`config.mk`:
```
export PLATFORM = sky130hd
export DESIGN_NAME = lclz2_out_reg
export DESIGN_NICKNAME = d
export VERILOG_FILES = /design/src/hdl/lclz2_pkg.sv /design/src/hdl/lclz2_out_reg.sv
export SDC_FILE = /design/constraint.sdc
export NUM_CORES = 1
export LEC_CHECK = 0
export BUFFER_PORTS_ARGS = -buffer_cell sky130_fd_sc_hd__buf_2
export CELL_PAD_IN_SITES_DETAIL_PLACEMENT = 1
export CELL_PAD_IN_SITES_GLOBAL_PLACEMENT = 1
export CORE_ASPECT_RATIO = 1.5
export CORE_UTILIZATION = 33
export CTS_CLUSTER_SIZE = 14
export DETAILED_ROUTE_END_ITERATION = 6
export PLACE_DENSITY = 0.8
export SYNTH_ARGS = -nofsm -noshare
export SYNTH_HDL_FRONTEND = slang
export SYNTH_SLANG_ARGS = --single-unit
```
`constraint.sdc`:
```
create_clock -name aclk -period 1.5 [get_ports aclk]
set_clock_uncertainty 0.2 [all_clocks]
set_input_delay 0.3 -clock aclk [delete_from_list [all_inputs] [get_ports aclk]]
set_output_delay 0.3 -clock aclk [all_outputs]
set_load 0.02 [all_outputs]
```
`src/hdl/lclz2_pkg.sv`:
```
`timescale 1ns / 1ps

package lclz2_pkg;

    localparam int HIST_DEPTH = 65536;
    localparam int HIST_AW    = $clog2(HIST_DEPTH);
    localparam int BURST_MAX  = 64;
    localparam int K_W        = $clog2(BURST_MAX + 1);
    localparam int WP_W       = 17;
    localparam int POS_W      = 16;
    localparam int LEN_W      = 11;
    localparam int SRC_W      = 16;

    localparam logic [WP_W-1:0] LIMIT_CAP = 17'h10000;
    localparam logic [7:0]      BYTE_END  = 8'hFF;

    localparam logic [2:0] CMD_COPY      = 3'd0;
    localparam logic [2:0] CMD_BFILL     = 3'd1;
    localparam logic [2:0] CMD_WFILL     = 3'd2;
    localparam logic [2:0] CMD_IFILL     = 3'd3;
    localparam logic [2:0] CMD_REPEAT    = 3'd4;
    localparam logic [2:0] CMD_FIRST_BAD = 3'd5;
    localparam logic [2:0] CMD_LONG      = 3'd7;

    localparam logic ITEM_STREAM = 1'b0;
    localparam logic ITEM_CONT   = 1'b1;

    typedef enum logic [1:0] {
        KIND_DATA,
        KIND_END,
        KIND_ERROR
    } kind_t;

    typedef enum logic [1:0] {
        ERR_NONE,
        ERR_UNKNOWN,
        ERR_PENDING,
        ERR_LIMIT
    } err_t;

    typedef enum logic [2:0] {
        PH_HEADER,
        PH_LONGLEN,
        PH_COPY,
        PH_FILL1,
        PH_FILL2,
        PH_SRCHI,
        PH_SRCLO,
        PH_RUN
    } phase_t;

    typedef enum logic [2:0] {
        C_IDLE,
        C_DECODE,
        C_FILL,
        C_READ,
        C_WRITE
    } ctl_t;

    typedef struct packed {
        kind_t             kind;
        logic [7:0]        data;
        logic [POS_W-1:0]  position;
        err_t              err;
        logic              run_done;
        logic              last;
    } res_t;

    typedef struct packed {
        logic               we;
        logic [HIST_AW-1:0] waddr;
        logic [7:0]         wdata;
        logic               re;
        logic [HIST_AW-1:0] raddr;
    } hist_req_t;

    function automatic res_t mk_res(kind_t kind, logic [7:0] data,
                                    logic [POS_W-1:0] position, err_t err,
                                    logic run_done, logic last);
        res_t r;
        r.kind     = kind;
        r.data     = data;
        r.position = position;
        r.err      = err;
        r.run_done = run_done;
        r.last     = last;
        return r;
    endfunction

endpackage

```
`src/hdl/lclz2_out_reg.sv`:
```
`timescale 1ns / 1ps

module lclz2_out_reg (
    input  logic              aclk,
    input  logic              aresetn,
    input  logic              push_i,
    input  lclz2_pkg::res_t   res_i,
    input  logic              m_ready_i,
    output logic              m_valid_o,
    output lclz2_pkg::res_t   res_o,
    output logic              free_o
);
    import lclz2_pkg::*;

    logic valid_reg;
    logic valid_next;
    res_t res_reg;

    assign free_o     = !valid_reg || m_ready_i;
    assign valid_next = push_i ? 1'b1 : (m_ready_i ? 1'b0 : valid_reg);

    always_ff @(posedge aclk) begin
        if (!aresetn) begin
            valid_reg <= 1'b0;
        end else begin
            valid_reg <= valid_next;
        end
    end

    always_ff @(posedge aclk) begin
        if (push_i) begin
            res_reg <= res_i;
        end
    end

    assign m_valid_o = valid_reg;
    assign res_o     = res_reg;

endmodule

```
==> metrics.yaml <==
routing:
  drt-total-wl_um: 2460
  via_count: 683
  drt_drc_violations_left: 0
  drtAntennaViolNets: 0
  drt-vias-per-instance: 4.22
  drt_pre_antenna_iters: 2
  dr.first_iter.drc_count: 9
  wl_per_cell_um: 15.2
sta:
  slew_viol_final: 0
  finalHoldViolCount: 0
  hold_ws_ns: 0.0101
  setup_viol: 0
  setup_tns_ns: 0
  fmax_mhz: 738
  postLayoutSetupSlackWorst_ns: 0.144
  relSlewSlack_pct: 89.1
  fin_crit_sh_pct: 90.4
  rsz0062_at_grt: "false"
  worst_pin_slew_ns: 0.163
  period_minus_slack_ns: 1.36
floorplan:
  start_util_pct: 35.1
  die_w_um: 45.8
  io_pins: 66
  core_area_um2: 2710
  die_y_um: 67.7
  num_rows: 23
  fp.dieArea_um2: 3100
placement:
  numPortBuffers: 65
  place.gp.congestion: 0.690
  dp_slack_ns: 0.319
critical_path:
  cp-startpoint: "m_valid_o"
  cpLargestDelayFamily: "flip-flops"
  required_ns: 1.00
  critPathCaptureType: "output port"
  crit_buf_inv: 1
  cp-start-kind: "flip-flop"
  reg2reg_from: "m_valid_o"
  slowest_delay_ns: 0.37
  worst-r2r-cell-count: 2
  critPathSlowestCell: "dfxtp_1"
  critical_path.cell_chain: "nand2b_4, buf_2"
  r2r-end: "m_valid_o"
  setup.worst_path.class: "reg2out"
  crit_end: "free_o"
  r2r_slack_ns: 0.68
  crit_cells: 2
  arrival_ns: 0.86
  worst-path-max-fanout: 2
layout:
  multi_input_area_um2: 25.0
  final_cell_mix: "65 x buf_2, 30 x edfxtp_1, 17 x dlygate4sd3_1"
  area_growth_pct: 67.7
  drive_gt1_share_pct: 59.2
  final_util_pct: 58.9
  mostFrequentLayoutCell: "buf_2"
  seq_area_um2: 921
  nNetsFinal: 158
  n_fill_cell: 300
  diodes: 0
global_route:
  grt_start_max_net_pins: 32
  track_usage_pct: 17.2
  grt_pass1_vias: 732
  grt_pass1_wl_um: 3450
  antenna_found_initial: 0
  globalRouteOverflowTotal: 0
logic_synthesis:
  synthCells: 34
  synth.avg_cell_area_um2: 27.9
  ys_warn_count: 0
  synthDistinctLibCells: 5
  ys_ff_latch: 31
  yosysSeqAreaShare_pct: 97.0
  syn_area_um2: 950
  syn_nets: 68
clock_tree:
  clock-sinks: 31
  cts_tree: "done"
  cts_root_buf: "clkbuf_8"
  clk_pin_slew_worst_paths_ns: 0.06
  numCtsBuffers: 5
  clk_latency_ns: 0.26
  clk_path_buf_depth: 2
  htreeDepth: 2
min_path:
  holdCritPathClass: "in2reg"
power_and_ir_drop:
  p_per_area_nw_per_um2: 1190
  max-vdd-ir-drop_mv: 0.825
  p_leak_nw: 0.696
  power_w: 0.00189
status:
  status: "finished, final reports clean"
run:
  maxCapViolations: 0
-- stage by stage --
step | instances | instance area (um2)
finish | 162 | 1590
floorplan | 34 | 950
global placement | 137 | 1340
detailed placement | 137 | 1340
global route | 162 | 1590
CTS | 161 | 1580
-- sequential cells by signal (all words and copies together) (netlist names) --
signal / count
res_o: 30
m_valid_o: 1
-- worst min path at each step --
stage | end | start | slack [ns] | cells past startpoint
2_1_floorplan | res_o[0] | res_i[0] | 0.20 | 0
3_3_place_gp | m_valid_o | m_valid_o | 0.28 | 2
3_5_place_dp | res_o[0] | res_i[0] | 0.28 | 1
4_1_cts | res_o[4] | res_i[4] | 0.0008 | 1
5_1_grt | res_o[15] | res_i[15] | 0.003 | 1
6_report | res_o[15] | res_i[15] | 0.01 | 1
-- Yosys cell counts (all sizes together) --
| library cell | count | share of area [%] |
|---|---|---|
| inv | 1 | 0.39 |
| edfxtp | 30 | 95 |
| a21boi | 1 | 1.2 |
| dfxtp | 1 | 2.1 |
| nand2b | 1 | 1.4 |
-- layout make-up --
class | instances | area share (%)
flip-flops and latches | 31 | 57.8
inverters | 1 | 0.236
well taps | 37 | 2.91
multi-input cells | 2 | 1.57
clock inverters | 1 | 0.314
clock buffers | 7 | 4.79
repair buffers | 83 | 32.4
-- power breakdown --
| group | total [W] | internal [W] | switching, W |
|---|---|---|---|
| logic | 0.000262 | 0.000111 | 0.000150 |
| registers | 0.00104 | 0.00102 | 0.0000177 |
| clock network | 0.000589 | 0.000324 | 0.000265 |
-- repair_timing --
item | in CTS | in global routing
hold endpoints to repair | 16 | 1
hold buffers | 16 | 1
setup buffers | 0 | 0
gates resized for setup | 0 | 0
-- routing by layer --
metal,global-route usage (%),vias up,part of all wire (%)
met5,0,-,0
met4,11.8,0,4.4
met3,4.01,8,7.8
met2,32.0,49,54
met1,15.5,314,34
li1,-,312,-
-- cell families (layout without fill, tap and decap cells) --
kind of cell / after synthesis / in the layout / share of synthesized area [%]
buffers and inverters: 1 / 92 / 0.395
flip-flops: 31 / 31 / 97.0
AND/OR/NAND/NOR: 1 / 1 / 1.45
AO/OA/AOI/OAI: 1 / 1 / 1.19
Note: power is estimated with default switching activity, not from simulation.
