[config.mk]
export PLATFORM = sky130hd
export DESIGN_NAME = lclz2_engine
export DESIGN_NICKNAME = d
export VERILOG_FILES = /design/src/hdl/lclz2_pkg.sv /design/src/hdl/lclz2_engine.sv
export SDC_FILE = /design/constraint.sdc
export NUM_CORES = 1
export LEC_CHECK = 0
export BUFFER_PORTS_ARGS = -buffer_cell sky130_fd_sc_hd__buf_2
export CAP_MARGIN = 20
export CORE_ASPECT_RATIO = 1.25
export CORE_UTILIZATION = 57
export DETAILED_ROUTE_END_ITERATION = 8
export PLACE_DENSITY = 0.87
export SETUP_SLACK_MARGIN = 0.2
export SYNTH_ARGS = -nofsm -noshare
export SYNTH_HDL_FRONTEND = slang
export SYNTH_SLANG_ARGS = --single-unit
[constraint.sdc]
create_clock -name aclk -period 5.05 [get_ports aclk]
set_input_delay 0.2525 -clock aclk [delete_from_list [all_inputs] [get_ports aclk]]
set_output_delay 0.2525 -clock aclk [all_outputs]
set_load 0.01 [all_outputs]
[src/hdl/lclz2_pkg.sv]
`timescale 1ns / 1ps

package lclz2_pkg;

    localparam int HIST_DEPTH = 65536;
    localparam int HIST_AW    = $clog2(HIST_DEPTH);
    localparam int BURST_MAX  = 64;
    localparam int K_W        = $clog2(BURST_MAX + 1);
    localparam int WP_W       = 17;
    localparam int POS_W      = 16;
    localparam int LEN_W      = 11;
    localparam int SRC_W      = 16;

    localparam logic [WP_W-1:0] LIMIT_CAP = 17'h10000;
    localparam logic [7:0]      BYTE_END  = 8'hFF;

    localparam logic [2:0] CMD_COPY      = 3'd0;
    localparam logic [2:0] CMD_BFILL     = 3'd1;
    localparam logic [2:0] CMD_WFILL     = 3'd2;
    localparam logic [2:0] CMD_IFILL     = 3'd3;
    localparam logic [2:0] CMD_REPEAT    = 3'd4;
    localparam logic [2:0] CMD_FIRST_BAD = 3'd5;
    localparam logic [2:0] CMD_LONG      = 3'd7;

    localparam logic ITEM_STREAM = 1'b0;
    localparam logic ITEM_CONT   = 1'b1;

    typedef enum logic [1:0] {
        KIND_DATA,
        KIND_END,
        KIND_ERROR
    } kind_t;

    typedef enum logic [1:0] {
        ERR_NONE,
        ERR_UNKNOWN,
        ERR_PENDING,
        ERR_LIMIT
    } err_t;

    typedef enum logic [2:0] {
        PH_HEADER,
        PH_LONGLEN,
        PH_COPY,
        PH_FILL1,
        PH_FILL2,
        PH_SRCHI,
        PH_SRCLO,
        PH_RUN
    } phase_t;

    typedef enum logic [2:0] {
        C_IDLE,
        C_DECODE,
        C_FILL,
        C_READ,
        C_WRITE
    } ctl_t;

    typedef struct packed {
        kind_t             kind;
        logic [7:0]        data;
        logic [POS_W-1:0]  position;
        err_t              err;
        logic              run_done;
        logic              last;
    } res_t;

    typedef struct packed {
        logic               we;
        logic [HIST_AW-1:0] waddr;
        logic [7:0]         wdata;
        logic               re;
        logic [HIST_AW-1:0] raddr;
    } hist_req_t;

    function automatic res_t mk_res(kind_t kind, logic [7:0] data,
                                    logic [POS_W-1:0] position, err_t err,
                                    logic run_done, logic last);
        res_t r;
        r.kind     = kind;
        r.data     = data;
        r.position = position;
        r.err      = err;
        r.run_done = run_done;
        r.last     = last;
        return r;
    endfunction

endpackage

[src/hdl/lclz2_engine.sv]
`timescale 1ns / 1ps

module lclz2_engine (
    input  logic                        aclk,
    input  logic                        aresetn,
    input  logic                        s_valid_i,
    output logic                        s_ready_o,
    input  logic                        s_cmd_i,
    input  logic [7:0]                  s_in_byte_i,
    input  logic [lclz2_pkg::WP_W-1:0]  max_output_i,
    input  logic                        out_free_i,
    output logic                        push_o,
    output lclz2_pkg::res_t             res_o,
    output lclz2_pkg::hist_req_t        hreq_o,
    output logic [lclz2_pkg::WP_W-1:0]  wp_o,
    input  logic [7:0]                  rdata_i
);
    import lclz2_pkg::*;

    ctl_t              ctl_reg, ctl_next;
    phase_t            phase_reg, phase_next;
    logic              finished_reg, finished_next;
    logic [WP_W-1:0]   wp_reg, wp_next;
    logic [2:0]        kind_reg, kind_next;
    logic [LEN_W-1:0]  run_len_reg, run_len_next;
    logic [LEN_W-1:0]  run_cnt_reg, run_cnt_next;
    logic [7:0]        fill1_reg, fill1_next;
    logic [7:0]        fill2_reg, fill2_next;
    logic [SRC_W-1:0]  src_reg, src_next;
    logic [K_W-1:0]    k_reg, k_next;
    logic              item_cmd_reg, item_cmd_next;
    logic [7:0]        item_byte_reg, item_byte_next;

    logic [WP_W-1:0]   limit;
    logic              at_limit;
    logic [POS_W-1:0]  pos;
    logic [LEN_W-1:0]  run_cnt_inc;
    logic              run_end;
    logic [K_W-1:0]    k_inc;
    logic              burst_end;
    logic [2:0]        hdr_cmd;
    logic              dec_emit;
    logic              do_start;
    logic [2:0]        sc_kind;
    logic [LEN_W-1:0]  sc_len;
    logic              start_burst;
    logic              data_go;
    logic [7:0]        data_val;

    always_ff @(posedge aclk) begin
        if (!aresetn) begin
            ctl_reg      <= C_IDLE;
            phase_reg    <= PH_HEADER;
            finished_reg <= 1'b0;
            wp_reg       <= '0;
            kind_reg     <= '0;
            run_len_reg  <= '0;
            run_cnt_reg  <= '0;
            fill1_reg    <= '0;
            fill2_reg    <= '0;
            src_reg      <= '0;
            k_reg        <= '0;
        end else begin
            ctl_reg      <= ctl_next;
            phase_reg    <= phase_next;
            finished_reg <= finished_next;
            wp_reg       <= wp_next;
            kind_reg     <= kind_next;
            run_len_reg  <= run_len_next;
            run_cnt_reg  <= run_cnt_next;
            fill1_reg    <= fill1_next;
            fill2_reg    <= fill2_next;
            src_reg      <= src_next;
            k_reg        <= k_next;
        end
    end

    always_ff @(posedge aclk) begin
        item_cmd_reg  <= item_cmd_next;
        item_byte_reg <= item_byte_next;
    end

    always_comb begin
        ctl_next       = ctl_reg;
        phase_next     = phase_reg;
        finished_next  = finished_reg;
        wp_next        = wp_reg;
        kind_next      = kind_reg;
        run_len_next   = run_len_reg;
        run_cnt_next   = run_cnt_reg;
        fill1_next     = fill1_reg;
        fill2_next     = fill2_reg;
        src_next       = src_reg;
        k_next         = k_reg;
        item_cmd_next  = item_cmd_reg;
        item_byte_next = item_byte_reg;

        s_ready_o   = 1'b0;
        push_o      = 1'b0;
        res_o       = '0;
        hreq_o      = '0;
        hreq_o.waddr = wp_reg[HIST_AW-1:0];
        hreq_o.raddr = src_reg[HIST_AW-1:0];

        limit       = (max_output_i > LIMIT_CAP) ? LIMIT_CAP : max_output_i;
        at_limit    = wp_reg >= limit;
        pos         = wp_reg[POS_W-1:0];
        run_cnt_inc = run_cnt_reg + LEN_W'(1);
        run_end     = run_cnt_inc >= run_len_reg;
        k_inc       = k_reg + K_W'(1);
        burst_end   = k_inc == K_W'(BURST_MAX);
        hdr_cmd     = item_byte_reg[7:5];

        dec_emit    = 1'b0;
        do_start    = 1'b0;
        sc_kind     = kind_reg;
        sc_len      = run_len_reg;
        start_burst = 1'b0;
        data_go     = 1'b0;
        data_val    = fill1_reg;

        case (ctl_reg)
            C_IDLE: begin
                s_ready_o = 1'b1;
                if (s_valid_i) begin
                    item_cmd_next  = s_cmd_i;
                    item_byte_next = s_in_byte_i;
                    ctl_next       = C_DECODE;
                end
            end

            C_DECODE: begin
                if (!finished_reg && item_cmd_reg == ITEM_STREAM) begin
                    case (phase_reg)
                        PH_HEADER: dec_emit = (item_byte_reg == BYTE_END) || at_limit ||
                                              (hdr_cmd != CMD_LONG && hdr_cmd >= CMD_FIRST_BAD);
                        PH_LONGLEN: dec_emit = kind_reg >= CMD_FIRST_BAD;
                        PH_COPY:    dec_emit = 1'b1;
                        PH_RUN:     dec_emit = 1'b1;
                        default:    dec_emit = 1'b0;
                    endcase
                end
                if (!dec_emit || out_free_i) begin
                    ctl_next = C_IDLE;
                    if (finished_reg) begin
                        // drop
                    end else if (item_cmd_reg == ITEM_CONT) begin
                        start_burst = phase_reg == PH_RUN;
                    end else begin
                        case (phase_reg)
                            PH_HEADER: begin
                                if (item_byte_reg == BYTE_END) begin
                                    push_o        = 1'b1;
                                    res_o         = mk_res(KIND_END, 8'h00, pos, ERR_NONE,
                                                           1'b0, 1'b1);
                                    finished_next = 1'b1;
                                end else if (at_limit) begin
                                    push_o        = 1'b1;
                                    res_o         = mk_res(KIND_ERROR, 8'h00, pos, ERR_LIMIT,
                                                           1'b0, 1'b1);
                                    finished_next = 1'b1;
                                    phase_next    = PH_HEADER;
                                end else if (hdr_cmd == CMD_LONG) begin
                                    kind_next    = item_byte_reg[4:2];
                                    run_len_next = LEN_W'({item_byte_reg[1:0], 8'h00});
                                    phase_next   = PH_LONGLEN;
                                end else begin
                                    do_start = 1'b1;
                                    sc_kind  = hdr_cmd;
                                    sc_len   = LEN_W'(item_byte_reg[4:0]) + LEN_W'(1);
                                end
                            end
                            PH_LONGLEN: begin
                                do_start = 1'b1;
                                sc_kind  = kind_reg;
                                sc_len   = LEN_W'({run_len_reg[9:8], item_byte_reg}) +
                                           LEN_W'(1);
                            end
                            PH_COPY: begin
                                if (at_limit) begin
                                    push_o        = 1'b1;
                                    res_o         = mk_res(KIND_ERROR, 8'h00, pos, ERR_LIMIT,
                                                           1'b0, 1'b1);
                                    finished_next = 1'b1;
                                    phase_next    = PH_HEADER;
                                end else begin
                                    hreq_o.we    = 1'b1;
                                    hreq_o.wdata = item_byte_reg;
                                    push_o       = 1'b1;
                                    res_o        = mk_res(KIND_DATA, item_byte_reg, pos,
                                                          ERR_NONE, run_end, 1'b1);
                                    wp_next      = wp_reg + WP_W'(1);
                                    run_cnt_next = run_cnt_inc;
                                    if (run_end) begin
                                        phase_next = PH_HEADER;
                                    end
                                end
                            end
                            PH_FILL1: begin
                                fill1_next = item_byte_reg;
                                if (kind_reg == CMD_WFILL) begin
                                    phase_next = PH_FILL2;
                                end else begin
                                    start_burst = 1'b1;
                                end
                            end
                            PH_FILL2: begin
                                fill2_next  = item_byte_reg;
                                start_burst = 1'b1;
                            end
                            PH_SRCHI: begin
                                src_next   = {item_byte_reg, 8'h00};
                                phase_next = PH_SRCLO;
                            end
                            PH_SRCLO: begin
                                src_next    = {src_reg[15:8], item_byte_reg};
                                start_burst = 1'b1;
                            end
                            PH_RUN: begin
                                push_o = 1'b1;
                                res_o  = mk_res(KIND_ERROR, 8'h00, pos, ERR_PENDING,
                                                1'b0, 1'b1);
                            end
                            default: ;
                        endcase
                    end
                end
            end

            C_FILL: begin
                if (out_free_i) begin
                    if (at_limit) begin
                        push_o        = 1'b1;
                        res_o         = mk_res(KIND_ERROR, 8'h00, pos, ERR_LIMIT, 1'b0, 1'b1);
                        finished_next = 1'b1;
                        phase_next    = PH_HEADER;
                        ctl_next      = C_IDLE;
                    end else begin
                        data_go = 1'b1;
                        case (kind_reg)
                            CMD_WFILL: data_val = run_cnt_reg[0] ? fill2_reg : fill1_reg;
                            CMD_IFILL: data_val = fill1_reg + run_cnt_reg[7:0];
                            default:   data_val = fill1_reg;
                        endcase
                    end
                end
            end

            C_READ: begin
                if (at_limit) begin
                    if (out_free_i) begin
                        push_o        = 1'b1;
                        res_o         = mk_res(KIND_ERROR, 8'h00, pos, ERR_LIMIT, 1'b0, 1'b1);
                        finished_next = 1'b1;
                        phase_next    = PH_HEADER;
                        ctl_next      = C_IDLE;
                    end
                end else begin
                    hreq_o.re = 1'b1;
                    ctl_next  = C_WRITE;
                end
            end

            C_WRITE: begin
                if (out_free_i) begin
                    data_go  = 1'b1;
                    data_val = rdata_i;
                    src_next = src_reg + SRC_W'(1);
                end
            end

            default: ctl_next = C_IDLE;
        endcase

        if (do_start) begin
            kind_next    = sc_kind;
            run_len_next = sc_len;
            run_cnt_next = '0;
            case (sc_kind)
                CMD_COPY:   phase_next = PH_COPY;
                CMD_BFILL:  phase_next = PH_FILL1;
                CMD_WFILL:  phase_next = PH_FILL1;
                CMD_IFILL:  phase_next = PH_FILL1;
                CMD_REPEAT: phase_next = PH_SRCHI;
                default: begin
                    phase_next = PH_HEADER;
                    push_o     = 1'b1;
                    res_o      = mk_res(KIND_ERROR, 8'h00, pos, ERR_UNKNOWN, 1'b0, 1'b1);
                end
            endcase
        end

        if (start_burst) begin
            phase_next = PH_RUN;
            k_next     = '0;
            ctl_next   = (kind_reg == CMD_REPEAT) ? C_READ : C_FILL;
        end

        if (data_go) begin
            hreq_o.we    = 1'b1;
            hreq_o.wdata = data_val;
            push_o       = 1'b1;
            res_o        = mk_res(KIND_DATA, data_val, pos, ERR_NONE, run_end,
                                  run_end || burst_end);
            wp_next      = wp_reg + WP_W'(1);
            run_cnt_next = run_cnt_inc;
            k_next       = k_inc;
            if (run_end) begin
                phase_next = PH_HEADER;
                ctl_next   = C_IDLE;
            end else if (burst_end) begin
                ctl_next = C_IDLE;
            end else begin
                ctl_next = (kind_reg == CMD_REPEAT) ? C_READ : C_FILL;
            end
        end
    end

    assign wp_o = wp_reg;

endmodule

==> results of run 1 <==
==> worst min path at each step <==
stage / start / end / slack (ns) / depth (start not counted)
floorplan: s_in_byte_i[0] / item_byte_reg[0] / 0.35 / 0
global placement: s_in_byte_i[7] / item_byte_reg[7] / 0.43 / 1
detailed placement: s_in_byte_i[2] / item_byte_reg[2] / 0.43 / 1
CTS: s_in_byte_i[2] / item_byte_reg[2] / 0.07 / 1
global route: s_in_byte_i[2] / item_byte_reg[2] / 0.07 / 1
finish: s_in_byte_i[2] / item_byte_reg[2] / 0.07 / 1
==> cells in the final DEF (no fill, tap or decap), types with 5 or more instances in the layout <==
| cell | netlist | layout |
|---|---|---|
| and2_1 | 26 | 26 |
| nor4_1 | 11 | 11 |
| nand2_1 | 94 | 94 |
| buf_4 | 18 | 10 |
| a21oi_1 | 63 | 63 |
| nor3_1 | 26 | 26 |
| ha_1 | 40 | 40 |
| a22oi_1 | 16 | 16 |
| xnor2_1 | 15 | 15 |
| o32ai_1 | 7 | 7 |
| a22o_1 | 17 | 17 |
| or3_1 | 10 | 10 |
| clkbuf_16 | 0 | 9 |
| o21ai_0 | 68 | 68 |
| a221oi_1 | 10 | 10 |
| edfxtp_1 | 9 | 9 |
| nand2b_1 | 7 | 7 |
| nor3b_1 | 7 | 7 |
| inv_1 | 26 | 25 |
| nor2_1 | 87 | 87 |
| a211oi_1 | 7 | 7 |
| buf_2 | 3 | 128 |
| and3_1 | 14 | 14 |
| o21a_1 | 5 | 5 |
| nor2b_1 | 9 | 9 |
| a31oi_1 | 12 | 12 |
| o2bb2ai_1 | 5 | 5 |
| nand4_1 | 14 | 14 |
| dfxtp_1 | 88 | 88 |
| mux2i_1 | 18 | 18 |
| xor2_1 | 20 | 20 |
| or2_2 | 5 | 5 |
| nand3_1 | 41 | 41 |
| o31ai_1 | 7 | 7 |
==> layer usage <==
layer,wire (um),global-route usage,part of all wire,vias to the layer above
li1,-,-,-,3475
met1,8320,0.413,0.39,3404
met2,9900,0.552,0.47,391
met3,1680,0.0583,0.080,88
met4,1150,0.191,0.055,0
met5,0,0,0,-
==> power groups by stage <==
stage / logic [mW] / clock network, mW / registers (mW)
after floorplan: 0.171 / 0 / 0.818
after global placement: 0.225 / 0 / 0.842
after detailed placement: 0.228 / 0 / 0.842
after CTS: 0.230 / 0.646 / 0.824
after global routing: 0.257 / 0.683 / 0.828
final: 0.236 / 0.649 / 0.826
==> cell families (layout without fill, tap and decap cells) <==
family,count (synthesis),after routing
AOI/OAI and AO/OA,260,260
xor gates and xnor gates,35,35
adders and majority gates,41,41
buffers and inverters,93,180
DFF,97,97
muxes,19,19
and+or+nand+nor,362,362
==> cell type report <==
| class | instances | area share |
|---|---|---|
| Multi-Input combinational cell | 717 | 0.576 |
| Sequential cell | 97 | 0.259 |
| Timing Repair Buffer | 138 | 0.0914 |
| Clock buffer | 9 | 0.0288 |
| Tap cell | 161 | 0.0257 |
| Inverter | 26 | 0.0125 |
| Clock inverter | 7 | 0.00591 |
==> metrics by stage <==
stage / worst slack [ns] / power [mW] / utilization / hold slack, ns / instance area (um2)
floorplan: 1.32 / 0.989 / - / 0.351 / 6970
global placement: 0.780 / 1.07 / 0.642 / 0.431 / 7560
detailed placement: 0.616 / 1.07 / 0.642 / 0.431 / 7560
CTS: 0.585 / 1.70 / 0.665 / 0.0680 / 7830
global route: 0.228 / 1.77 / 0.665 / 0.0677 / 7830
finish: 0.515 / 1.71 / 0.665 / 0.0675 / 7830
==> synthesized netlist by cell type (11+ instances only) <==
library cell	number	area, um2
nand2_1	94	353
dfxtp_1	88	1760
nor2_1	87	327
o21ai_0	68	340
a21oi_1	63	315
clkbuf_1	41	154
nand3_1	41	205
ha_1	40	500
and2_1	26	163
inv_1	26	97.6
nor3_1	26	130
xor2_1	20	175
buf_4	18	135
mux2i_1	18	180
a22o_1	17	149
a22oi_1	16	120
xnor2_1	15	131
and3_1	14	87.6
nand4_1	14	87.6
a31oi_1	12	75.1
nor4_1	11	68.8
==> critical path, cell delays in order <==
cell,delay [ns]
buf_2,0.12
nor4_1,0.38
a41o_1,0.41
nand2_1,0.10
ha_1,0.31
a21oi_1,0.12
o21ai_0,0.12
a22oi_1,0.28
and3_1,0.42
nand2_1,0.17
o41ai_1,0.66
o221ai_2,0.48
and2_1,0.31
buf_2,0.14
==> results.yml, run 1 <==
critical_path:
  worstPathArrival_ns: 4.28
  critical_path_required_ns: 4.80
  reg2reg_from: "run_cnt_reg[0]"
  crit_path_end: "res_o[19]"
  r2r_cells: 13
  crit_type: "input pin to output port"
  reg2reg_to: "run_len_reg[3]"
  crit_path_end_kind: "output port"
  start_kind: "input pin"
  reg2reg_slack_ns: 0.90
  path_max_fanout: 18
  cp-startpoint: "max_output_i[3]"
global_routing:
  grt_use_total: 0.336
  grt_pass1_wl_um: 33900
  grt_max_degree: 69
  antenna_found_initial: 0
  grt_pass1_vias: 6863
  grt-ovfl-total: 0
synth:
  synth_area_um2: 6970
  synth_xor_area_frac: 0.0440
  synthAdderAreaFrac: 0.0746
  yosys.area_share.simple: 0.255
  synth_top_family_by_area: "simple AND/OR/NAND/NOR gates"
  synth_edf_count: 9
  syn_nets: 986
  async_reset_ff_frac: 0
  seq_area_frac_synth: 0.291
  ys_types: 68
  yosys_warnings: 0
  muxShareOfSynthArea: 0.0275
  synth-main-ff-cell: "dfxtp_1"
  avgSynthCellArea_um2: 7.69
  synth_seq_cells: 97
  synth_compound_area_frac: 0.246
  synth_cells: 907
drt:
  first_pass_iters: 5
  vias: 7358
  ant_nets: 0
  wl_um: 21100
  first_iter_violations: 574
  viasPerCell: 6.37
  drc: 0
  routedWlPerCell_um: 18.2
clock_network:
  clk_path_buf_depth: 2
  cts_tree: "yes"
  clkLatencyLatePin_ns: 0.36
  clkSlewWorstSetupHoldPaths_ns: 0.07
  h-tree-depth: 3
  cts_resized: 0
  numCtsBuffers: 9
  postCtsSetupBuffers: 0
  cts_hold_buf: 0
  root_buffer: "clkbuf_16"
  clock_sinks: 97
finish:
  largest_reg_flops: 17
  nets: 1068
  finalNonFillerCells: 1155
  antennaDiodeCount: 0
  seq_area_um2: 2030
  layout-drive-gt1-share: 0.168
  syn_to_final_growth_pct: 12.3
  multiInputGateArea_um2: 4510
  fillers: 1045
power:
  leakage_nw: 3.28
  comb_power_share: 0.138
  vdd.ir_drop.worst_mv: 0.129
  power_switching_uw: 504
  power_density_nw_per_um2: 218
  clkPwrFrac: 0.379
  p_int_mw: 1.21
  swShare: 0.295
  seqPwrFrac: 0.483
timing:
  skew_ns: 0.00850
  finalHoldViolCount: 0
  fin_crit_sh: 0.898
  setup_violations: 0
  slew_headroom: 0.228
  tightest_slew_ns: 1.16
  slew_violations: 0
  setup_tns_ns: 0
  fmax_mhz: 220
  period_minus_slack_ns: 4.54
  grt_setup_unrepaired: "no"
floorplanning:
  dieArea_um2: 12700
  ios: 129
  die_h_um: 126
  core_region_area_um2: 11800
  start_util: 0.592
  rows: 44
  chipWidth_um: 101
placement:
  port_buffers: 128
  place_congestion: 0.981
  dp_cells: 1139
  hpwlAfterDp_um: 15000
job:
  maxCapViolCount: 0
min_path:
  hp-class: "input pin to flip-flop"
run_status:
  status: "finished, final reports clean"
(Power assumes the default switching activity.)
==> inputs of run 2 (changes only) <==
--- a/config.mk
+++ b/config.mk
@@ -8,9 +8,11 @@
 export BUFFER_PORTS_ARGS = -buffer_cell sky130_fd_sc_hd__buf_2
 export CAP_MARGIN = 20
 export CORE_ASPECT_RATIO = 1.25
-export CORE_UTILIZATION = 57
+export CORE_UTILIZATION = 60
+export CTS_BUF_LIST = sky130_fd_sc_hd__clkbuf_2 sky130_fd_sc_hd__clkbuf_4 sky130_fd_sc_hd__clkbuf_8
+export CTS_CLUSTER_DIAMETER = 50
 export DETAILED_ROUTE_END_ITERATION = 8
-export PLACE_DENSITY = 0.87
+export PLACE_DENSITY = 0.9
 export SETUP_SLACK_MARGIN = 0.2
 export SYNTH_ARGS = -nofsm -noshare
 export SYNTH_HDL_FRONTEND = slang
==> constraint.sdc (replaced) <==
create_clock -name aclk -period 5.7 [get_ports aclk]
set_input_delay 0.285 -clock aclk [delete_from_list [all_inputs] [get_ports aclk]]
set_output_delay 0.285 -clock aclk [all_outputs]
set_load 0.01 [all_outputs]
==> run 2 against run 1 <==
- the flow now finishes with violations (DRC)
- cell area is 1.6% lower
- routed wire length is 0.30% higher
- cell count is 2.6% lower
- clock-buffer cell count is 3 higher
- sequential share of layout area is 0.42 points higher
- die area is 4.9% lower
- clock skew is 0.0015 ns higher
- global-route usage is 1.6 points higher
- critical path depth is 6 lower
- non-clock buffer count is 4 lower
- sequential power is 10% lower
- worst hold slack worse by 0.00066 ns
- largest cell class unchanged
==> results.yml, run 2 (same netlist as run 1, synthesis figures left out) <==
floorplanning:
  rows: 43
  dieArea_um2: 12100
  die_h_um: 123
  start_util: 0.623
  core_region_area_um2: 11200
  chipWidth_um: 98.4
  ios: 129
timing:
  setup_tns_ns: 0
  period_minus_slack_ns: 4.64
  slew_violations: 0
  fmax_mhz: 216
  setup_violations: 0
  slew_headroom: 0.300
  grt_setup_unrepaired: "no"
  finalHoldViolCount: 0
  fin_crit_sh: 0.813
  skew_ns: 0.0100
  tightest_slew_ns: 1.04
run_status:
  violations: "DRC"
  status: "complete, but fails checks"
placement:
  hpwlAfterDp_um: 15100
  port_buffers: 128
  place_congestion: 1.03
  dpl-instance-area_um2: 7500
  dp_cells: 1109
global_routing:
  grt-ovfl-total: 0
  grt_use_total: 0.352
  antenna_found_initial: 0
  grt_pass1_wl_um: 33600
  grt_max_degree: 69
  grt_pass1_vias: 6761
drt:
  routedWlPerCell_um: 18.8
  vias: 7455
  first_iter_violations: 728
  drc: 2
  viasPerCell: 6.63
  wl_um: 21100
  first_pass_iters: 9
  ant_nets: 0
finish:
  fin_area_um2: 7710
  nets: 1064
  syn_to_final_growth_pct: 10.5
  fillers: 932
  largest_reg_flops: 17
  antennaDiodeCount: 0
  layout_common_cells: "buf_2 (128), nand2_1 (94), dfxtp_1 (88), nor2_1 (87), o21ai_0 (68)"
  seq_area_um2: 2030
  multiInputGateArea_um2: 4510
  layout-drive-gt1-share: 0.167
  finalNonFillerCells: 1125
  final_common_cell: "buf_2"
critical_path:
  cp_slowest_stage_delay_ns: 0.75
  crit_type: "flip-flop to output port"
  critPathTopFamily: "simple AND/OR/NAND/NOR gates"
  crit_buf_inv: 2
  path_cells: "inv_1 > nor3_1 > nand2_1 > a211o_1 > or3_1 > o221ai_2 > and2_1 > buf_2"
  path_max_fanout: 19
  cp_slowest_cell: "dfxtp_1"
  worstPathArrival_ns: 4.35
  crit_path_end_kind: "output port"
  start_kind: "flip-flop"
  critical_path_required_ns: 5.41
min_path:
  hp-class: "input pin to flip-flop"
power:
  leakage_nw: 3.23
  fin_total_pwr_mw: 1.42
  vdd.ir_drop.worst_mv: 0.0927
  power_density_nw_per_um2: 185
clock_network:
  cts_hold_buf: 0
  root_buffer: "clkbuf_8"
  cts_tree: "yes"
  clkSlewWorstSetupHoldPaths_ns: 0.10
  cts_resized: 0
  h-tree-depth: 3
  clkLatencyLatePin_ns: 0.38
  clock_sinks: 97
  numCtsBuffers: 9
  postCtsSetupBuffers: 0
  clk_path_buf_depth: 2
job:
  maxCapViolCount: 0
[run 2: changes by cell type in the layout (fill, tap and decap cells not counted)]
cell,before,now
inv_4,0,1
clkinv_4,2,0
clkbuf_16,9,0
inv_6,1,0
buf_4,10,6
clkinv_1,2,0
clkbuf_4,0,1
clkbuf_8,0,11
bufinv_16,0,1
clkinv_2,1,0
clkinvlp_4,1,2
[run 2: power by group]
group / switching, mW / leakage, nW / internal [mW]
clock network: 0.253 / 0.103 / 0.232
logic: 0.124 / 2.34 / 0.0702
registers: 0.0417 / 0.796 / 0.701
[run 2: cell type report]
cell class,instances,share of cell area
Clock buffer,12,0.0206
Clock inverter,4,0.00666
Multi-Input combinational cell,717,0.586
Inverter,26,0.0127
Sequential cell,97,0.264
Tap cell,135,0.0219
Timing Repair Buffer,134,0.0890
[run 2: layer usage]
layer,part of all wire,global-route usage,vias to the layer above
met5,0,0,-
met4,0.067,0.243,0
met3,0.088,0.0649,113
met2,0.46,0.581,426
met1,0.39,0.417,3441
li1,-,-,3475
[run 2: worst register-to-register path, cell delays in order, from the launching register on]
cell       delay [ns]
dfxtp_1          0.57
ha_1             0.27
nand3_1          0.20
nor2_1           0.27
and3_1           0.27
nand3_1          0.14
xnor2_1          0.24
ha_1             0.29
nand3_1          0.09
a21oi_1          0.04
a221oi_1         0.80
o21a_1           0.37
nand2_1          0.19
o2bb2ai_1        0.23
[run 2: stage by stage]
stage / util / hold WS (ns) / worst slack (ns)
after floorplan: - / 0.384 / 1.90
after global placement: 0.670 / 0.449 / 1.37
after detailed placement: 0.670 / 0.456 / 1.20
after CTS: 0.689 / 0.0666 / 1.20
after global routing: 0.689 / 0.0610 / 0.744
final: 0.689 / 0.0669 / 1.06
[run 2: final timing paths]
kind	startpoint	slack (ns)	endpoint	depth (start not counted)
setup / recovery	phase_reg[0]	1.06	res_o[17]	8
hold reg to reg	run_len_reg[3]	0.48	run_len_reg[3]	1
hold / removal	s_in_byte_i[4]	0.07	item_byte_reg[4]	1
setup reg to reg	run_cnt_reg[0]	1.66	run_len_reg[2]	13
==> inputs of run 3 (changes only) <==
--- a/config.mk
+++ b/config.mk
@@ -8,11 +8,11 @@
 export BUFFER_PORTS_ARGS = -buffer_cell sky130_fd_sc_hd__buf_2
 export CAP_MARGIN = 20
 export CORE_ASPECT_RATIO = 1.25
-export CORE_UTILIZATION = 60
+export CORE_UTILIZATION = 58
 export CTS_BUF_LIST = sky130_fd_sc_hd__clkbuf_2 sky130_fd_sc_hd__clkbuf_4 sky130_fd_sc_hd__clkbuf_8
 export CTS_CLUSTER_DIAMETER = 50
 export DETAILED_ROUTE_END_ITERATION = 8
-export PLACE_DENSITY = 0.9
+export PLACE_DENSITY = 0.88
 export SETUP_SLACK_MARGIN = 0.2
 export SYNTH_ARGS = -nofsm -noshare
 export SYNTH_HDL_FRONTEND = slang
==> constraint.sdc (replaced) <==
create_clock -name aclk -period 4.4 [get_ports aclk]
set_input_delay 0.22 -clock aclk [delete_from_list [all_inputs] [get_ports aclk]]
set_output_delay 0.22 -clock aclk [all_outputs]
set_load 0.01 [all_outputs]
==> run 3 against run 2 <==
- the run now ends clean
- first-iteration DRC count is 20% lower
- clock power is 41% higher
- sequential share of layout area is 0.66 points lower
- via count hardly changed
- clock-buffer cell count stayed put
- non-clock buffer count is 12 higher
- highest routed layer unchanged
==> results.yml, run 3 (same netlist as run 1, synthesis figures left out) <==
run_status:
  status: "finished, final reports clean"
timing:
  skew_ns: 0.0143
  grt_setup_unrepaired: "no"
  tightest_slew_ns: 0.983
  setup_tns_ns: 0
  fin_crit_sh: 0.894
  period_minus_slack_ns: 3.93
  slew_violations: 0
  setup_violations: 0
  slew_headroom: 0.340
  finalHoldViolCount: 0
  fmax_mhz: 254
clock_network:
  cts_hold_buf: 0
  h-tree-depth: 3
  clock_sinks: 97
  numCtsBuffers: 9
  clkLatencyLatePin_ns: 0.38
  clkSlewWorstSetupHoldPaths_ns: 0.10
  cts_tree: "yes"
  root_buffer: "clkbuf_8"
  clk_path_buf_depth: 2
critical_path:
  path_max_fanout: 19
  critical_path_required_ns: 4.18
  r2r_cells: 14
  start_kind: "flip-flop"
  reg2reg_slack_ns: 0.95
  reg2reg_to: "run_len_reg[2]"
  crit_path_end_kind: "output port"
  reg2reg_from: "run_cnt_reg[1]"
  crit_type: "flip-flop to output port"
  worstPathArrival_ns: 3.71
finish:
  layout_common_cells: "buf_2 (128), nand2_1 (94), dfxtp_1 (87), nor2_1 (86), o21ai_0 (68)"
  fin_area_um2: 7910
  syn_to_final_growth_pct: 13.4
  nets: 1077
  antennaDiodeCount: 0
  final_common_cell: "buf_2"
  layout-drive-gt1-share: 0.186
  largest_reg_flops: 17
drt:
  top_layer_used: "met4"
  ant_nets: 0
  wl_met2_um: 10400
  wl_um: 21400
  vias: 7454
  met1_length_um: 8190
  first_iter_violations: 580
  viasPerCell: 6.40
  routedWlPerCell_um: 18.4
  wl_met3_um: 1690
  drc: 0
  first_pass_iters: 6
power:
  vdd.ir_drop.worst_mv: 0.144
  power_density_nw_per_um2: 243
  leakage_nw: 3.33
global_routing:
  grt_pass1_vias: 6975
  grt_max_degree: 52
  antenna_found_initial: 0
  grt-ovfl-total: 0
  grt_pass1_wl_um: 33800
  grt_use_total: 0.339
placement:
  dpl-instance-area_um2: 7620
  port_buffers: 128
  place_congestion: 1.04
  hpwlAfterDp_um: 15500
floorplanning:
  ios: 129
  die_h_um: 125
  start_util: 0.597
  rows: 44
  chipWidth_um: 100
  dieArea_um2: 12500
  core_region_area_um2: 11700
min_path:
  hp-class: "input pin to flip-flop"
  whs_endpoint: "item_byte_reg[0]"
  holdPathStages: 1
  min-delay-start: "s_in_byte_i[0]"
job:
  maxCapViolCount: 0
run 3: worst max path at each step:
| stage | start | endpoint | slack (ns) | cells past startpoint |
|---|---|---|---|---|
| final | phase_reg[0] | res_o[5] | 0.47 | 10 |
| after CTS | max_output_i[11] | res_o[5] | 0.25 | 15 |
| after detailed placement | max_output_i[8] | res_o[5] | 0.27 | 15 |
| after global routing | run_cnt_reg[1] | res_o[0] | 0.23 | 14 |
| after floorplan | max_output_i[3] | res_o[12] | 0.73 | 14 |
| after global placement | max_output_i[0] | res_o[9] | 0.46 | 15 |
run 3: critical path, cell delays in order (launching register included):
cell       delay (ns)
dfxtp_1          0.77
or2_2            0.29
o311ai_1         0.20
o2111ai_1        0.32
a31oi_1          0.28
a211o_1          0.31
or3_1            0.42
o221ai_2         0.20
buf_4            0.24
and2_1           0.17
buf_2            0.14
run 3: timing repair:
action,CTS,global route
resized for setup,0,10
endpoints found under the setup margin,0,24
buffers inserted,0,0
run 3: cell type report:
class                           count  area [um2]
Sequential cell                    97        2030
Multi-Input combinational cell    718        4570
Tap cell                          161         201
Clock inverter                      4        73.8
Fill cell                        1021        3760
Clock buffer                       12         159
Inverter                           26        97.6
Timing Repair Buffer              146         776
run 3: metal layers:
layer / vias up / track usage
met4: 0 / 0.209
met5: - / 0
li1: 3497 / -
met3: 91 / 0.0494
met2: 403 / 0.575
met1: 3463 / 0.398
run 3: metrics by stage:
step	power, mW	hold slack (ns)	utilization	cells	worst slack (ns)
3_5_place_dp	1.24	0.399	0.653	1147	0.266
4_1_cts	1.90	0.00586	0.673	1163	0.245
6_report	1.92	0.0107	0.678	1164	0.467
5_1_grt	1.99	0.00402	0.678	1164	0.232
3_3_place_gp	1.24	0.398	0.653	1147	0.459
2_1_floorplan	1.13	0.319	-	907	0.734
run 3: power breakdown:
group          switching [mW]  internal [mW]  total, mW
combinational           0.186          0.104      0.290
sequential             0.0364          0.908      0.944
clock                   0.326          0.359      0.685
total                   0.549           1.37       1.92
